[src/design/erint_pkg.sv]
`timescale 1ns / 1ps
package erint_pkg;

    localparam int FRAC_BITS  = 16;
    localparam int COORD_BITS = 16;
    localparam int TIME_BITS  = 24;
    localparam int DEPTH      = 256;
    localparam int IDX_BITS   = $clog2(DEPTH);
    localparam int DIV_STAGES = FRAC_BITS;
    localparam int E_BITS     = FRAC_BITS + 3;

    localparam longint Q30         = 64'sd1 << 30;
    localparam longint TWO_PI_Q30  = 64'sd6746518852;
    localparam longint PI_Q30      = 64'sd3373259426;
    localparam longint HALF_PI_Q30 = 64'sd1686629713;
    localparam longint LN2_Q30     = 64'sd744261118;

    typedef enum logic [2:0] {
        FN_LINEAR  = 3'd0,
        FN_IN      = 3'd1,
        FN_OUT     = 3'd2,
        FN_INOUT   = 3'd3,
        FN_OUTQUAD = 3'd4,
        FN_CUBIC   = 3'd5,
        FN_BOUNCE  = 3'd6,
        FN_ELASTIC = 3'd7
    } t_func;

    typedef struct packed {
        logic [2:0]                   func;
        logic [TIME_BITS-1:0]         elapsed_time;
        logic [TIME_BITS-1:0]         duration;
        logic signed [COORD_BITS-1:0] start_x;
        logic signed [COORD_BITS-1:0] start_y;
        logic [COORD_BITS-1:0]        start_w;
        logic [COORD_BITS-1:0]        start_h;
        logic signed [COORD_BITS-1:0] end_x;
        logic signed [COORD_BITS-1:0] end_y;
        logic [COORD_BITS-1:0]        end_w;
        logic [COORD_BITS-1:0]        end_h;
    } t_in_item;

    typedef struct packed {
        logic signed [COORD_BITS-1:0] cur_x;
        logic signed [COORD_BITS-1:0] cur_y;
        logic [COORD_BITS-1:0]        cur_w;
        logic [COORD_BITS-1:0]        cur_h;
        logic                         done_res;
    } t_out_item;

    typedef logic signed [FRAC_BITS+1:0] t_sin_tbl [DEPTH];
    typedef logic [FRAC_BITS:0]          t_exp_tbl [DEPTH];

    function automatic longint q30_to_q(longint v);
        return (v + (64'sd1 <<< (29 - FRAC_BITS))) >>> (30 - FRAC_BITS);
    endfunction

    function automatic t_sin_tbl build_sin();
        t_sin_tbl tbl;
        longint   th, x2, a, r;
        logic     neg;
        for (int j = 0; j < DEPTH; j++) begin
            th  = (longint'(j) * TWO_PI_Q30) / DEPTH;
            neg = 1'b0;
            if (th >= PI_Q30) begin
                th  = th - PI_Q30;
                neg = 1'b1;
            end
            if (th > HALF_PI_Q30) th = PI_Q30 - th;
            x2 = (th * th) >>> 30;
            a  = Q30 - x2 / 156;
            a  = Q30 - ((x2 * a) >>> 30) / 110;
            a  = Q30 - ((x2 * a) >>> 30) / 72;
            a  = Q30 - ((x2 * a) >>> 30) / 42;
            a  = Q30 - ((x2 * a) >>> 30) / 20;
            a  = Q30 - ((x2 * a) >>> 30) / 6;
            r  = q30_to_q((th * a) >>> 30);
            tbl[j] = (FRAC_BITS+2)'(neg ? -r : r);
        end
        return tbl;
    endfunction

    function automatic t_exp_tbl build_exp();
        t_exp_tbl tbl;
        longint   y, a;
        for (int j = 0; j < DEPTH; j++) begin
            y = (longint'(j) * LN2_Q30) / DEPTH;
            a = Q30;
            a = Q30 - ((y * a) >>> 30) / 12;
            a = Q30 - ((y * a) >>> 30) / 11;
            a = Q30 - ((y * a) >>> 30) / 10;
            a = Q30 - ((y * a) >>> 30) / 9;
            a = Q30 - ((y * a) >>> 30) / 8;
            a = Q30 - ((y * a) >>> 30) / 7;
            a = Q30 - ((y * a) >>> 30) / 6;
            a = Q30 - ((y * a) >>> 30) / 5;
            a = Q30 - ((y * a) >>> 30) / 4;
            a = Q30 - ((y * a) >>> 30) / 3;
            a = Q30 - ((y * a) >>> 30) / 2;
            a = Q30 - ((y * a) >>> 30);
            tbl[j] = (FRAC_BITS+1)'(q30_to_q(a));
        end
        return tbl;
    endfunction

    localparam t_sin_tbl SIN_TBL = build_sin();
    localparam t_exp_tbl EXP_TBL = build_exp();

endpackage

[src/design/erint_div.sv]
`timescale 1ns / 1ps
module erint_div (
    input  logic                          i_clk,
    input  logic                          i_en,
    input  logic [erint_pkg::TIME_BITS-1:0] i_el,
    input  logic [erint_pkg::TIME_BITS-1:0] i_du,
    output logic [erint_pkg::FRAC_BITS-1:0] o_t
);
    import erint_pkg::*;

    logic [TIME_BITS-1:0] r_rem [DIV_STAGES];
    logic [TIME_BITS-1:0] r_du  [DIV_STAGES];
    logic [FRAC_BITS-1:0] r_q   [DIV_STAGES];

    for (genvar k = 0; k < DIV_STAGES; k++) begin : g_stage
        logic [TIME_BITS-1:0] p_rem, p_du, n_rem;
        logic [FRAC_BITS-1:0] p_q;
        logic [TIME_BITS:0]   sh;
        logic                 ge;
        if (k == 0) begin : g_first
            assign p_rem = i_el;
            assign p_du  = i_du;
            assign p_q   = '0;
        end else begin : g_next
            assign p_rem = r_rem[k-1];
            assign p_du  = r_du[k-1];
            assign p_q   = r_q[k-1];
        end
        assign sh    = {p_rem, 1'b0};
        assign ge    = sh >= {1'b0, p_du};
        assign n_rem = ge ? TIME_BITS'(sh - {1'b0, p_du}) : TIME_BITS'(sh);
        always_ff @(posedge i_clk) begin
            if (i_en) begin
                r_rem[k] <= n_rem;
                r_du[k]  <= p_du;
                r_q[k]   <= {p_q[FRAC_BITS-2:0], ge};
            end
        end
    end

    assign o_t = r_q[DIV_STAGES-1];
endmodule

[config.mk]
export PLATFORM = sky130hd
export DESIGN_NAME = erint_div
export DESIGN_NICKNAME = d
export VERILOG_FILES = /design/src/design/erint_pkg.sv /design/src/design/erint_div.sv
export SDC_FILE = /design/constraint.sdc
export NUM_CORES = 2
export LEC_CHECK = 0
export BUFFER_PORTS_ARGS = -buffer_cell sky130_fd_sc_hd__buf_2
export CORE_MARGIN = 3
export CORE_UTILIZATION = 58
export DETAILED_ROUTE_END_ITERATION = 8
export PLACE_DENSITY = 0.74
export SETUP_SLACK_MARGIN = 0.05
export SLEW_MARGIN = 30
export SYNTH_ARGS = -nofsm -noshare
export SYNTH_HDL_FRONTEND = slang
export SYNTH_SLANG_ARGS = --single-unit
[constraint.sdc]
create_clock -name i_clk -period 3.71 [get_ports i_clk]
set_input_delay 0.371 -clock i_clk [delete_from_list [all_inputs] [get_ports i_clk]]
set_output_delay 0.371 -clock i_clk [all_outputs]
set_load 0.03 [all_outputs]
# After elaboration in Yosys (flattened, before gate mapping)
# Memory sizes are Yosys's and may differ from the RTL's.
# Cells that the tools add are included.
# totals
n_memories	3
ff_bits	0
word_cells	53
ramBits	1024
# memory_table
name	depth	width	rd	rd_ports_with_merged_regs	write_ports	line_no	text
r_du	16	24	15	0	16	erint_div.sv:12	logic [TIME_BITS-1:0] r_du [DIV_STAGES];
r_rem	16	24	15	0	16	erint_div.sv:11	logic [TIME_BITS-1:0] r_rem [DIV_STAGES];
r_q	16	16	16	0	16	erint_div.sv:13	logic [FRAC_BITS-1:0] r_q [DIV_STAGES];
# op_classes
n_lt_le_gt_ge	16
muxes	18
add_sub_neg	16
# ops
cell	n
$ge 25x24->1	16
$mux 24	16
$sub 24x24->24	16
$mux 1	2

# Longest topological paths before layout
# An unclocked memory read counts as a cell.
# logic_depth
depth_word	3
mapped_depth	14

# Worst setup path before layout
# No wires, ideal clock.
# synth_path
path_type	reg-to-reg
startpoint	mem r_du[6][1] (netlist: r_du[0][145])
endpoint	mem r_rem[7][6] (netlist: r_rem[0][174]), data pin
arrival_ns	3.321
synth_period_minus_slack_ns	3.580
required_ns	3.450
path_slack_ns	0.130
stages_incl_launch_ff	14
cell_sequence	edfxtp_1 inv_1 ha_1 nor2b_1 o31a_1 o41ai_2 a21oi_1 o211ai_2 a31oi_2 a311oi_2 a21oi_2 a2111oi_4 buf_6 mux2_2
# synth_lines
element	line_no
from (decl)	erint_div.sv:12
to (decl)	erint_div.sv:11

==> run summary <==
status: finished clean
first-pass GRT wire length: 157000 um
I/O Pins: 66
Synth Flop Type: edfxtp_1
Mapped Cells: 4171
Remaining DRCs: 0
DPL Wire Length: 72000 um
Setup Crit Path Kind: reg -> reg
Post-Synthesis Net Count: 4619
pwr/cell area: 863 nW/um^2
vias in the first global route: 33600
crit path from: r_rem[0][72]
number of flops mapped to enable cells by yosys: 856
Rows: 105
Core Box Area: 82500 sq um
Area after DPL: 51700 sq um
post-synthesis sequential area ratio: 53.0%
CTS Buffer Depth: 3
crit end category: register
R2R depth: 15
number of synthesized register bits: 856
final net count: 4960
Tot GR Track Use: 22.3%
antenna-violating nets left: 0
Synth-to-Final Area Change: 14.8%
CTS tree: yes
Die Span X: 295 um
static leakage: 23.3 nW
synthesized area: 48500 sq um
endpoints failing hold: 0
WL final: 98000 um
final hold slack: 36.3 ps
Final Skew: 18.0 ps
worst min-delay path class: in -> reg
Peak VDD IR: 0.461 mV
routed length per instance: 17.3 um
Starting Density: 58.8%
TNS Setup: 0 ps
layout cells sized above 1: 15.7%
final slew viol count: 0
fin crit share: 98.9%
measured slew at the worst slew-check pin: 722 ps
flop2flop setup slack: 40 ps
Num CTS Buffers: 91
Iteration-0 DRC Markers: 1409
Die Ht: 295 um
Yosys Warn Count: 0
RSZ-0062 raised after global routing: yes
FF-to-FF Start: r_rem[0][72]
initial antenna violation count: 0
crit path max fanout: 6
vias per cell: 5.68
Peak Freq: 273 MHz
Max H-tree Level: 3
GP Congestion: 0.926
ys async rst share: 0%
Worst slew margin: 51.4%
CP required: 4110 ps
Final Cell Area: 55700 sq um
Worst Setup Start Kind: register
MaxCap Viol Count: 0
crit path capture: r_rem[0][116]
synthesized area per cell: 11.6 sq um
DR vias: 32100
arrival time at the worst endpoint: 4070 ps
dominant cell type by area after synthesis: edfxtp_1
total grt overflow: 0
Final setup viols: 0
Die ar.: 87100 sq um
CTS sink cnt: 856
drt first pass iters: 6
Yosys cell types: 81
ranking of synthesized cells by area: edfxtp_1 (53%), ha_1 (9.9%), mux2_2 (5.3%), inv_1 (3.9%), xnor2_1 (3.6%)
largest net degree at the start of global routing: 96
post-synth top area share: 53.0%
worst-skew pair later-pin latency: 660 ps
# diodes: 0
Critical R2R Capture: r_rem[0][116]
# port buffers: 65
Clock transition at path regs: 60 ps
minimum clock period: 3670 ps
clock root cell: clkbuf_16
==> sequential cells by signal (all words and copies together) (netlist names) <==
| register | count |
|---|---|
| r_du | 360 |
| r_q | 136 |
| r_rem | 360 |
==> critical path, stage by stage, from the launching register on <==
cell and delay, ps:
edfxtp_1 410, ha_1 340, nor2b_4 140, o31a_1 270
o221a_2 270, a221o_1 340, a21oi_2 130, buf_4 150
a21oi_2 70, o21ai_2 180, a21oi_2 100, a2111oi_4 220
buf_6 180, buf_6 130, clkbuf_16 170, mux2_4 300
==> worst min path at each step <==
stage / start / to / slack, ps / cells past startpoint
finish: i_el[12] / r_rem[0][13] / 40 / 2
global route: i_el[14] / r_rem[0][15] / 30 / 2
CTS: i_el[15] / r_rem[0][16] / 4 / 2
detailed placement: r_q[2][8] / r_q[2][25] / 400 / 0
global placement: r_q[0][49] / r_q[1][2] / 400 / 0
floorplan: r_q[0][0] / r_q[0][17] / 400 / 0
==> power by group <==
part | switching, mW | internal (mW)
clock | 3.76 | 5.28
combinational | 11.8 | 11.6
sequential | 1.27 | 14.4
==> layout by cell type, fill, tap and decap left out, types with 14 or more instances in the layout <==
cell,netlist,routed
xnor2_1,199,199
and3_1,25,25
mux2i_1,21,21
ha_1,383,382
and2_1,20,20
buf_12,0,28
buf_4,2,178
clkbuf_1,44,20
a21o_1,125,125
mux2_2,229,197
o31ai_1,16,14
edfxtp_1,856,856
or3_1,24,24
a31oi_1,27,26
mux2_4,0,34
nor2b_1,52,49
nand3_1,77,77
inv_1,503,502
a21boi_0,24,21
clkinv_2,0,19
nor2_1,298,296
nand2b_1,53,53
o21ai_0,167,160
a211oi_1,28,25
buf_2,12,64
nand4_1,45,45
xor2_1,86,86
o211ai_1,16,16
a21oi_1,331,326
clkbuf_16,0,96
fa_1,15,15
o21bai_1,28,28
o21a_1,52,52
nand2_1,170,170
dlygate4sd3_1,0,24
clkinv_1,0,15
nor3_1,55,55
==> per-stage QoR <==
stage / utilization (%) / std cells / total power, mW / worst slack, ps
after global placement: 62.7 / 5436 / 37.0 / -158
final: 67.5 / 5655 / 48.1 / 41.4
after floorplan: - / 4171 / 31.6 / 130
after detailed placement: 62.7 / 5436 / 37.6 / -151
after global routing: 67.5 / 5655 / 51.3 / -147
after CTS: 67.0 / 5641 / 47.6 / -72.8
==> final cells by class <==
class / instances / area, sq um
tap: 1070 / 1340
fill: 6003 / 26800
timing repair buffer: 313 / 2800
sequential: 856 / 25700
inverter: 503 / 1890
clock buffer: 112 / 2380
multi-input combinational: 2747 / 21000
clock inverter: 54 / 592
==> metal layers <==
layer / global-route usage (%) / up-vias / wire, um
met4: 13.4 / 0 / 5690
li1: - / 15900 / -
met1: 19.4 / 15400 / 32300
met2: 47.1 / 585 / 57300
met5: 0 / - / 0
met3: 2.69 / 297 / 2680
==> Yosys cell counts (20+ instances only) <==
master and instances:
clkbuf_1 44, and2_1 20, nand3_1 77, a31oi_1 27
ha_1 383, or3_1 24, nand2b_1 53, and3_1 25
a21boi_0 24, a21oi_1 331, mux2i_1 21, a21o_1 125
o21ai_0 167, nor2_1 298, xnor2_1 199, a211oi_1 28
edfxtp_1 856, o21a_1 52, o21bai_1 28, xor2_1 86
nor2b_1 52, nand2_1 170, mux2_2 229, nand4_1 45
inv_1 503, nor3_1 55
==> repair_timing <==
item / CTS / global route
pin swaps: 12 / 14
gates cloned: 5 / 5
endpoints found under the hold margin: 24 / 0
setup buffers: 12 / 10
hold buffers: 24 / 0
endpoints found under the setup margin: 107 / 222
gates resized for setup: 41 / 57
==> cells by family (layout without fill, tap and decap cells) <==
group                    Yosys count  after routing  share of synthesized area [%]
XOR/XNOR                         285            285                           5.15
buffers and inverters            568            982                           4.50
AND/OR/NAND/NOR                  875            875                           8.69
flip-flops                       856            856                           53.0
adder cells (fa/ha/maj)          398            398                           10.5
multiplexers                     252            252                           5.80
AO/OA/AOI/OAI                    937            937                           12.4
Power figures use the tool's default switching activity.
