## src/design/erint_pkg.sv

```systemverilog
`timescale 1ns / 1ps
package erint_pkg;

    localparam int FRAC_BITS  = 16;
    localparam int COORD_BITS = 16;
    localparam int TIME_BITS  = 24;
    localparam int DEPTH      = 256;
    localparam int IDX_BITS   = $clog2(DEPTH);
    localparam int DIV_STAGES = FRAC_BITS;
    localparam int E_BITS     = FRAC_BITS + 3;

    localparam longint Q30         = 64'sd1 << 30;
    localparam longint TWO_PI_Q30  = 64'sd6746518852;
    localparam longint PI_Q30      = 64'sd3373259426;
    localparam longint HALF_PI_Q30 = 64'sd1686629713;
    localparam longint LN2_Q30     = 64'sd744261118;

    typedef enum logic [2:0] {
        FN_LINEAR  = 3'd0,
        FN_IN      = 3'd1,
        FN_OUT     = 3'd2,
        FN_INOUT   = 3'd3,
        FN_OUTQUAD = 3'd4,
        FN_CUBIC   = 3'd5,
        FN_BOUNCE  = 3'd6,
        FN_ELASTIC = 3'd7
    } t_func;

    typedef struct packed {
        logic [2:0]                   func;
        logic [TIME_BITS-1:0]         elapsed_time;
        logic [TIME_BITS-1:0]         duration;
        logic signed [COORD_BITS-1:0] start_x;
        logic signed [COORD_BITS-1:0] start_y;
        logic [COORD_BITS-1:0]        start_w;
        logic [COORD_BITS-1:0]        start_h;
        logic signed [COORD_BITS-1:0] end_x;
        logic signed [COORD_BITS-1:0] end_y;
        logic [COORD_BITS-1:0]        end_w;
        logic [COORD_BITS-1:0]        end_h;
    } t_in_item;

    typedef struct packed {
        logic signed [COORD_BITS-1:0] cur_x;
        logic signed [COORD_BITS-1:0] cur_y;
        logic [COORD_BITS-1:0]        cur_w;
        logic [COORD_BITS-1:0]        cur_h;
        logic                         done_res;
    } t_out_item;

    typedef logic signed [FRAC_BITS+1:0] t_sin_tbl [DEPTH];
    typedef logic [FRAC_BITS:0]          t_exp_tbl [DEPTH];

    function automatic longint q30_to_q(longint v);
        return (v + (64'sd1 <<< (29 - FRAC_BITS))) >>> (30 - FRAC_BITS);
    endfunction

    function automatic t_sin_tbl build_sin();
        t_sin_tbl tbl;
        longint   th, x2, a, r;
        logic     neg;
        for (int j = 0; j < DEPTH; j++) begin
            th  = (longint'(j) * TWO_PI_Q30) / DEPTH;
            neg = 1'b0;
            if (th >= PI_Q30) begin
                th  = th - PI_Q30;
                neg = 1'b1;
            end
            if (th > HALF_PI_Q30) th = PI_Q30 - th;
            x2 = (th * th) >>> 30;
            a  = Q30 - x2 / 156;
            a  = Q30 - ((x2 * a) >>> 30) / 110;
            a  = Q30 - ((x2 * a) >>> 30) / 72;
            a  = Q30 - ((x2 * a) >>> 30) / 42;
            a  = Q30 - ((x2 * a) >>> 30) / 20;
            a  = Q30 - ((x2 * a) >>> 30) / 6;
            r  = q30_to_q((th * a) >>> 30);
            tbl[j] = (FRAC_BITS+2)'(neg ? -r : r);
        end
        return tbl;
    endfunction

    function automatic t_exp_tbl build_exp();
        t_exp_tbl tbl;
        longint   y, a;
        for (int j = 0; j < DEPTH; j++) begin
            y = (longint'(j) * LN2_Q30) / DEPTH;
            a = Q30;
            a = Q30 - ((y * a) >>> 30) / 12;
            a = Q30 - ((y * a) >>> 30) / 11;
            a = Q30 - ((y * a) >>> 30) / 10;
            a = Q30 - ((y * a) >>> 30) / 9;
            a = Q30 - ((y * a) >>> 30) / 8;
            a = Q30 - ((y * a) >>> 30) / 7;
            a = Q30 - ((y * a) >>> 30) / 6;
            a = Q30 - ((y * a) >>> 30) / 5;
            a = Q30 - ((y * a) >>> 30) / 4;
            a = Q30 - ((y * a) >>> 30) / 3;
            a = Q30 - ((y * a) >>> 30) / 2;
            a = Q30 - ((y * a) >>> 30);
            tbl[j] = (FRAC_BITS+1)'(q30_to_q(a));
        end
        return tbl;
    endfunction

    localparam t_sin_tbl SIN_TBL = build_sin();
    localparam t_exp_tbl EXP_TBL = build_exp();

endpackage

```

## src/design/erint_lane.sv

```systemverilog
`timescale 1ns / 1ps
module erint_lane (
    input  logic                                 i_clk,
    input  logic                                 i_en,
    input  logic                                 i_is_signed,
    input  logic signed [erint_pkg::COORD_BITS:0] i_start,
    input  logic signed [erint_pkg::COORD_BITS:0] i_end,
    input  logic signed [erint_pkg::E_BITS-1:0]  i_e,
    output logic [erint_pkg::COORD_BITS-1:0]     o_val
);
    import erint_pkg::*;

    localparam int DW = COORD_BITS + 2;
    localparam int PW = DW + E_BITS;
    localparam int RW = PW - FRAC_BITS + 1;

    logic signed [DW-1:0] s_diff;
    logic signed [PW-1:0] r_p;
    logic signed [COORD_BITS:0] r_s;
    logic                 r_sgn;
    logic [PW-1:0]        s_mag;
    logic signed [RW-1:0] s_q, s_r, s_hi, s_lo;

    assign s_diff = DW'(i_end) - DW'(i_start);

    always_ff @(posedge i_clk) begin
        if (i_en) begin
            r_p   <= PW'(s_diff) * PW'(i_e);
            r_s   <= i_start;
            r_sgn <= i_is_signed;
        end
    end

    always_comb begin
        s_mag = r_p < 0 ? PW'(-r_p) : PW'(r_p);
        s_q   = RW'((s_mag + PW'(1 << (FRAC_BITS - 1))) >> FRAC_BITS);
        s_r   = r_p < 0 ? RW'(r_s) - s_q : RW'(r_s) + s_q;
        if (r_sgn) begin
            s_hi = RW'((1 << (COORD_BITS - 1)) - 1);
            s_lo = -RW'(1 << (COORD_BITS - 1));
        end else begin
            s_hi = RW'((64'd1 << COORD_BITS) - 1);
            s_lo = '0;
        end
        priority if (s_r < s_lo) o_val = COORD_BITS'(s_lo);
        else if (s_r > s_hi) o_val = COORD_BITS'(s_hi);
        else o_val = COORD_BITS'(s_r);
    end
endmodule

```

## config.mk

```make
export PLATFORM = sky130hd
export DESIGN_NAME = erint_lane
export DESIGN_NICKNAME = d
export VERILOG_FILES = /design/src/design/erint_pkg.sv /design/src/design/erint_lane.sv
export SDC_FILE = /design/constraint.sdc
export NUM_CORES = 1
export LEC_CHECK = 0
export BUFFER_PORTS_ARGS = -buffer_cell sky130_fd_sc_hd__buf_2
export CAP_MARGIN = 20
export CORE_ASPECT_RATIO = 0.6
export CORE_MARGIN = 1
export CORE_UTILIZATION = 60
export DETAILED_ROUTE_END_ITERATION = 8
export GPL_TIMING_DRIVEN = 0
export PLACE_DENSITY = 0.85
export SLEW_MARGIN = 25
export SYNTH_ARGS = -nofsm -noshare
export SYNTH_HDL_FRONTEND = slang
export SYNTH_SLANG_ARGS = --single-unit
```

## constraint.sdc

```tcl
create_clock -name i_clk -period 11.1 [get_ports i_clk]
set_input_delay 2.22 -clock i_clk [delete_from_list [all_inputs] [get_ports i_clk]]
set_output_delay 2.22 -clock i_clk [all_outputs]
set_load 0.02 [all_outputs]
```

* Word level (Yosys, flattened, before mapping) *
Index checks and enable logic that the tools add are counted.

cells by class
  add/sub/neg operators = 5
  multipliers = 1
  $lt $le $gt $ge = 3
  mux-type cells = 6

operator list
  operator                  count
  $mux W16                  3
  $mux W22                  2
  $add A37 B16 Y37 const B  1
  $lt A37 B1 Y1 const B     1
  $mul A18 B19 Y37          1
  $mux W37                  1
  $neg A37 Y37              1
  $add A17 B22 Y22          1
  $gt A22 B22 Y1            1
  $lt A22 B22 Y1            1
  $sub A17 B22 Y22          1
  $sub A17 B17 Y18          1

word-level totals
  flip-flop bits (word level) = 55
  bits of input ports = 56
  output and inout bits = 16
  word-level logic and storage cells = 18

* Longest topological paths before layout *
Gate-level depths: netlist of the first run.

  word-level depth = 8
  depth in mapped cells = 40
  depth with buffers taken out = 39

* Least setup slack after synthesis of the first run *
OpenSTA, ideal clock, no wires.

  path kind = input -> register
  from = in i_start[2] (netlist bit)
  to = reg r_p[35] (data pin)
  setup time = 258 ps
  data arrival time = 10159 ps
  data required time = 10842 ps
  path slack = 684 ps
  stages on the path = 33
  buffers on the path = 1
  path through = inv_1 -> ha_1 -> nor2b_1 -> o21ai_0 -> a21boi_0 -> o21ai_0 -> a21boi_0 -> o21ai_0 -> a21boi_0 -> o21ai_0 -> a21oi_1 -> o21a_1 -> o311ai_1 -> clkbuf_1 -> nand2_1 -> fa_1 -> inv_1 -> fa_1 -> fa_1 -> fa_1 -> fa_1 -> inv_1 -> fa_1 -> inv_1 -> ha_1 -> and3_1 -> and3_1 -> a211oi_1 -> a311oi_1 -> nor3_1 -> o311ai_0 -> a21oi_1 -> xnor2_1

between the ends
  word-level cells in the longest chain between the ends = 2

ends and longest elaborated chain
  what                  RTL line          RTL
  from (decl)           erint_lane.sv:6   input logic signed [erint_pkg::COORD_BITS:0] i_start,
  $sub A17 B17 Y18      erint_lane.sv:24  assign s_diff = DW'(i_end) - DW'(i_start);
  $mul A18 B19 Y37      erint_lane.sv:28  r_p <= PW'(s_diff) * PW'(i_e);
  to (signal assigned)  erint_lane.sv:28
  to (decl)             erint_lane.sv:18  logic signed [PW-1:0] r_p;

No other way between the ends.
A chain may end at the register's enable or synchronous reset.

* Worst setup path in the final report of the first run *
  from = reg r_p[36]
  to = out o_val[7] (netlist bit)

between the ends
  word-level cells in the longest chain between the ends = 8
  elaborated cells on any way between the ends = 11
  those cells by class = 4 x add/sub; 3 x order compare; 4 x mux

ends and longest elaborated chain
  what                                                  RTL line                            RTL
  $neg A37 Y37 or $lt A37 B1 Y1 (tied branches)         erint_lane.sv:35, erint_lane.sv:37
  $mux W37                                              erint_lane.sv:35                    s_mag = r_p < 0 ? PW'(-r_p) : PW'(r_p);
  $add A37 B16 Y37                                      erint_lane.sv:36                    s_q = RW'((s_mag + PW'(1 << (FRAC_BITS - 1))) >> FRAC_BITS);
  $add A17 B22 Y22 or $sub A17 B22 Y22 (tied branches)  erint_lane.sv:37                    s_r = r_p < 0 ? RW'(r_s) - s_q : RW'(r_s) + s_q;
  $mux W22 (*)                                          erint_lane.sv:37
  $gt A22 B22 Y1                                        erint_lane.sv:46                    else if (s_r > s_hi) o_val = COORD_BITS'(s_hi);
  $mux W16                                              erint_lane.sv:46
  $mux W16 (*)                                          erint_lane.sv:45                    priority if (s_r < s_lo) o_val = COORD_BITS'(s_lo);
  to (decl)                                             erint_lane.sv:9                     output logic [erint_pkg::COORD_BITS-1:0] o_val

Mark *: on every way between the ends. The rest lies on a longest branch, timed or not.

==> impl_metrics.csv, run 1 <==
group,metric,value,unit
status,outcome,"finished clean",
clock_network,cts_root_buf,"clkbuf_16",
cells_and_area,fillers,2337,
synthesis,async_reset_ff_share,0,%
setup_path,cp.required,8.88,ns
detailed_routing,final_antenna_net_count,0,
floorplan,core_area,30300,µm²
synthesis,avgSynthCellArea,8.90,µm²
grt,track_usage,34.7,%
place,hpwl,44500,µm
cells_and_area,nets,2749,
job,maxCapViolations,0,
cells_and_area,ff_latch_area,1650,µm²
timing,hold_viol,0,
clock_network,clk_path_buf_depth,2,
synthesis,synth_mux_area_share,0.374,%
timing,period_minus_slack,10.90,ns
setup_path,cp_num_buf_inv,9,
cells_and_area,final_util,67.0,%
synthesis,synth_xor_area_share,5.68,%
timing,worstMarginPinSlew,0.927,ns
floorplan,ioPinCount,72,
synthesis,synthCells,2105,
clock_network,h-tree-depth,2,
timing,maxSlewViolCount,0,
floorplan,fp.dieArea,32000,µm²
hold_path,min_path_type,"in2reg",
hold_path,whs_path_depth,1,
clock_network,cts_sinks,55,
grt,grt_pass1_wl,85400,µm
setup_path,cpLargestDelayFamily,"compound AO/OA/AOI/OAI gates",
place,port_buffers,69,
setup_path,critPathMaxFanout,10,
clock_network,clkTransAtPathRegs,0.09,ns
synthesis,yosysWarnings,0,
floorplan,fp-row-count,49,
synthesis,synth_edf_count,55,
setup_path,end_kind,"primary output",
detailed_routing,drtIter0Drc,1610,
grt,grt_pass1_vias,15800,
clock_network,numCtsBuffers,5,
clock_network,hold_buffers,0,
hold_path,min-delay-start,"i_is_signed",
setup_path,critPathKind,"reg2out",
synthesis,synth-simple-area-share,18.3,%
detailed_routing,routed_wl,54600,µm
place,gp_congestion,0.995,
detailed_routing,vias_per_cell,5.98,
cells_and_area,drive_gt1_share,10.5,%
floorplan,chipWidth,230,µm
timing,finalCritPeriodShare,98.2,%
grt,grt_max_degree,56,
grt,antenna_found_initial,2,
detailed_routing,wire_per_inst,20.9,µm
floorplan,initial_core_util,61.8,%
setup_path,cpMaxStageDelayCell,"or4_1",
synthesis,syn_area,18700,µm²
synthesis,syn_nets,2651,
timing,max_slew_margin,36.4,%
setup_path,worstPathArrival,8.68,ns
clock_network,cts_tree,"done",
synthesis,yosysSeqAreaShare,8.81,%
setup_path,max_stage_delay,0.57,ns
timing,max_freq,0.0917,GHz
synthesis,synth_top_family_by_area,"adder cells",
synthesis,synth_seq_cells,55,
cells_and_area,syn2layout_area_growth,8.52,%
synthesis,synth-compound-area-share,9.49,%
hold_path,whs_endpoint,"r_sgn",
grt,grt_remaining_overflow,0,
synthesis,synth.distinct_cells,86,
timing,setup_violations,0,
cells_and_area,multi_input_area,15400,µm²
floorplan,die_h,139,µm
synthesis,synthAdderAreaFrac,46.6,%
detailed_routing,first_pass_iters,6,
detailed_routing,drcViolationCount,0,
detailed_routing,num_vias,15600,
synthesis,ys.flop_type,"edfxtp_1",
setup_path,worstSetupStartpointType,"flop",
[layout by cell type (no fill, tap or decap), types with 9 or more instances in the layout]
cell      instances
a21oi_1          55
or2_2             9
ha_1            142
clkbuf_1         32
nand2_1         236
xor2_1           35
nand3_1          29
and2_1          120
nor2b_1          20
or4_1            11
xnor2_1          76
nor3_1           25
fa_1            347
buf_6            10
a31oi_1          21
nand2b_1         45
o21ai_0          44
or3_1            12
buf_4            32
a21o_1           14
nand4_1          16
buf_2            74
inv_1           449
and3_1           10
nor2_1           80
edfxtp_1         55
[how the worst max path moves through the flow]
stage	start	endpoint	cells past startpoint
2_1_floorplan	i_start[2]	r_p[35]	33
3_3_place_gp	i_start[2]	r_p[35]	36
3_5_place_dp	i_start[0]	r_p[35]	36
4_1_cts	i_start[0]	r_p[35]	35
5_1_grt	r_p[36]	o_val[7]	37
6_report	r_p[36]	o_val[7]	38
[cell usage after synthesis, types with 38 or more instances]
master    count  area, µm²
xor2_1       38        333
nand2b_1     45        282
nor2_1       90        338
o21ai_0      52        260
a21oi_1      57        285
edfxtp_1     55       1650
nand2_1     236        886
inv_1       449       1690
ha_1        143       1790
xnor2_1      78        683
clkbuf_1     48        180
and2_1      120        751
fa_1        347       6950
[per-layer routing]
metal  part of all wire [%]  routed length (µm)  track usage, %  vias to the layer above
li1                       -                   -               -                     6815
met5                      0                   0               0                        -
met2                     42               23100            51.4                      970
met4                    2.3                1260            6.69                        0
met3                     14                7580            11.1                      121
met1                     42               22700            50.3                     7719
[logic make-up (layout without fill, tap and decap cells)]
group | after synthesis | after routing
other | 0 | 2
adders and majority gates | 490 | 490
DFF | 55 | 55
xor gates and xnor gates | 119 | 119
and+or+nand+nor | 666 | 666
AOI/OAI and AO/OA | 251 | 251
muxes | 7 | 7
buffers and inverters | 517 | 616
[cell type report]
cell class | count | area share, %
plain buffers | 63 | 1.78
multi-input cells | 1533 | 75.8
flip-flops and latches | 55 | 8.12
well taps | 408 | 2.51
inverters | 449 | 8.29
repair buffers | 96 | 2.74
clock inverters | 3 | 0.166
diodes | 2 | 0.0246
clock buffers | 5 | 0.615
[flip-flops by register name, summed over array words and instances, names as in the netlist]
register / cells
r_p: 37
r_sgn: 1
r_s: 17
[per-stage QoR]
stage	worst slack, ns	setup TNS, ns	cells	hold slack (ns)	area (µm²)
after detailed placement	-1.83	-41.20	2584	2.40	19700
final	0.198	0	2614	2.07	20300
after floorplan	0.684	0	2105	2.32	18700
after CTS	0.0188	0	2596	2.07	20000
after global routing	-0.148	-1.54	2612	2.07	20300
after global placement	-1.75	-34.39	2582	2.40	19600
[repair_timing]
action	in CTS	in global routing
gates resized for setup	44	61
gates cloned	0	0
pin swaps	7	12
setup buffers	7	18
setup endpoints to repair	34	28
Power of run 1 is left out: the tool's default activity adds up to more than one toggle a clock period on the data nets, which glitch-free logic cannot reach.
==> inputs of run 2 (changes only) <==
- CORE_UTILIZATION: 60 -> 65
- PLACE_DENSITY: 0.85 -> 0.9
==> run 2 against run 1 <==
  * Cell area shrank 0.49%
  * Core utilization is 5.4 points higher
  * Routed wire length decreased by 0.71%
  * Sequential share of layout area about the same
  * Critical path type unchanged
  * Highest routed layer unchanged
==> impl_metrics.csv, run 2 (synthesized netlist as in run 1, its figures left out) <==
group,metric,value,unit
status,outcome,"finished clean",
timing,max_freq,0.0922,GHz
timing,setup_violations,0,
floorplan,die_h,134,µm
timing,setup_ws,0.251,ns
cells_and_area,layout_common_cells,"inv_1, fa_1, nand2_1",
cells_and_area,nets,2748,
floorplan,fp.dieArea,29500,µm²
place,place_area,19600,µm²
hold_path,whs_path_depth,1,
detailed_routing,vias_per_cell,6.10,
clock_network,clkTransAtPathRegs,0.09,ns
clock_network,clk_path_buf_depth,2,
grt,grt_pass1_wl,85000,µm
detailed_routing,drcViolationCount,0,
setup_path,path_common_cell,"buf_4",
grt,grt-busiest-layer,"met2",
setup_path,end_kind,"primary output",
detailed_routing,wire_per_inst,21.0,µm
detailed_routing,num_vias,15700,
grt,track_usage,37.5,%
timing,period_minus_slack,10.85,ns
grt,grt_max_degree,56,
clock_network,cts_root_buf,"clkbuf_16",
hold_path,min-delay-start,"i_is_signed",
setup_path,worstSetupStartpointType,"flop",
cells_and_area,fillers,1998,
timing,finalCritPeriodShare,97.7,%
place,hpwl,44100,µm
job,maxCapViolations,0,
place,gp_congestion,0.999,
grt,antenna_found_initial,4,
setup_path,cpMaxStageDelayCell,"or4_1",
cells_and_area,postLayoutCellArea,20200,µm²
hold_path,min_path_type,"in2reg",
cells_and_area,drive_gt1_share,10.3,%
grt,grt_pass1_vias,16200,
detailed_routing,drtIter0Drc,1902,
detailed_routing,final_antenna_net_count,0,
cells_and_area,largest_register_ffs,37,
cells_and_area,multi_input_area,15400,µm²
clock_network,h-tree-depth,2,
grt,globalRouteMet2Util,55.9,%
clock_network,cts_sinks,55,
place,pre_cts_ws,-1.82,ns
cells_and_area,ff_latch_area,1650,µm²
timing,hold_viol,0,
floorplan,ioPinCount,72,
clock_network,hold_buffers,0,
timing,maxSlewViolCount,0,
floorplan,chipWidth,221,µm
cells_and_area,syn2layout_area_growth,8.00,%
grt,use_met3,15.4,%
floorplan,initial_core_util,67.1,%
setup_path,max_stage_delay,0.55,ns
setup_path,critPathKind,"reg2out",
setup_path,cp.required,8.88,ns
cells_and_area,largestRegisters,"r_p: 37 flops, r_s: 17 flops, r_sgn: 1 flops",
cells_and_area,final_common_cell,"inv_1",
floorplan,core_area,27900,µm²
setup_path,critPathMaxFanout,19,
detailed_routing,first_pass_iters,7,
clock_network,cts_tree,"done",
setup_path,worstPathArrival,8.63,ns
place,port_buffers,69,
timing,max_slew_margin,23.8,%
detailed_routing,routed_wl,54200,µm
clock_network,numCtsBuffers,5,
timing,worstMarginPinSlew,1.14,ns
grt,grt_remaining_overflow,0,
floorplan,fp-row-count,47,
cells_and_area,regMostFlops,"r_p",
grt,met1_usage,51.0,%
cells_and_area,final_util,72.5,%
hold_path,whs_endpoint,"r_sgn",
[run 2: cell count changes in the layout (fill, tap and decap cells not counted), sizes merged]
cell | before | now
diode | 2 | 4
clkinv | 1 | 2
inv | 451 | 449
buf | 119 | 117
clkbuf | 45 | 46
bufinv | 0 | 1
[run 2: critical path: cells and delay by family, from the launching register on]
kind,cells,cell delay [ns]
simple gates,13,2.40
flops,1,0.42
fa+ha+maj,3,0.94
buf+inv,8,1.58
xor+xnor,3,0.52
compound gates,11,2.45
[run 2: final cells by class]
type                    instances  share of cell area [%]
flip-flops and latches         55                    8.16
diodes                          4                  0.0494
plain buffers                  64                    1.77
well taps                     367                    2.27
repair buffers                 94                    2.68
inverters                     449                    8.33
clock inverters                 3                   0.216
clock buffers                   5                   0.618
multi-input cells            1533                    75.9
[run 2: worst max-delay path by stage]
stage	cells after the start	endpoint	slack, ns	from
4_1_cts	35	r_p[36]	0.03	i_start[1]
6_report	38	o_val[7]	0.25	r_p[36]
2_1_floorplan	33	r_p[35]	0.68	i_start[2]
3_3_place_gp	34	r_p[35]	-1.79	i_start[2]
5_1_grt	39	o_val[7]	-0.20	r_p[36]
3_5_place_dp	34	r_p[35]	-1.82	i_start[0]
[run 2: repair_timing]
item,4_1_cts,5_1_grt
pin swaps,10,19
resized for setup,49,47
setup endpoints to repair,36,24
buffers inserted,9,14
[run 2: stage by stage]
step | setup TNS, ns | hold WS (ns) | cells
after floorplan | 0 | 2.32 | 2105
after global placement | -37.76 | 2.40 | 2541
after detailed placement | -41.89 | 2.40 | 2543
after CTS | 0 | 2.07 | 2557
after global routing | -2.52 | 2.07 | 2570
final | 0 | 2.07 | 2574
[run 2: layer usage]
metal | routed length [µm] | part of all wire (%)
met1 | 21900 | 40
met2 | 23300 | 43
met3 | 7730 | 14
met4 | 1260 | 2.3
met5 | 0 | 0
Power of run 2 is left out for the same reason.
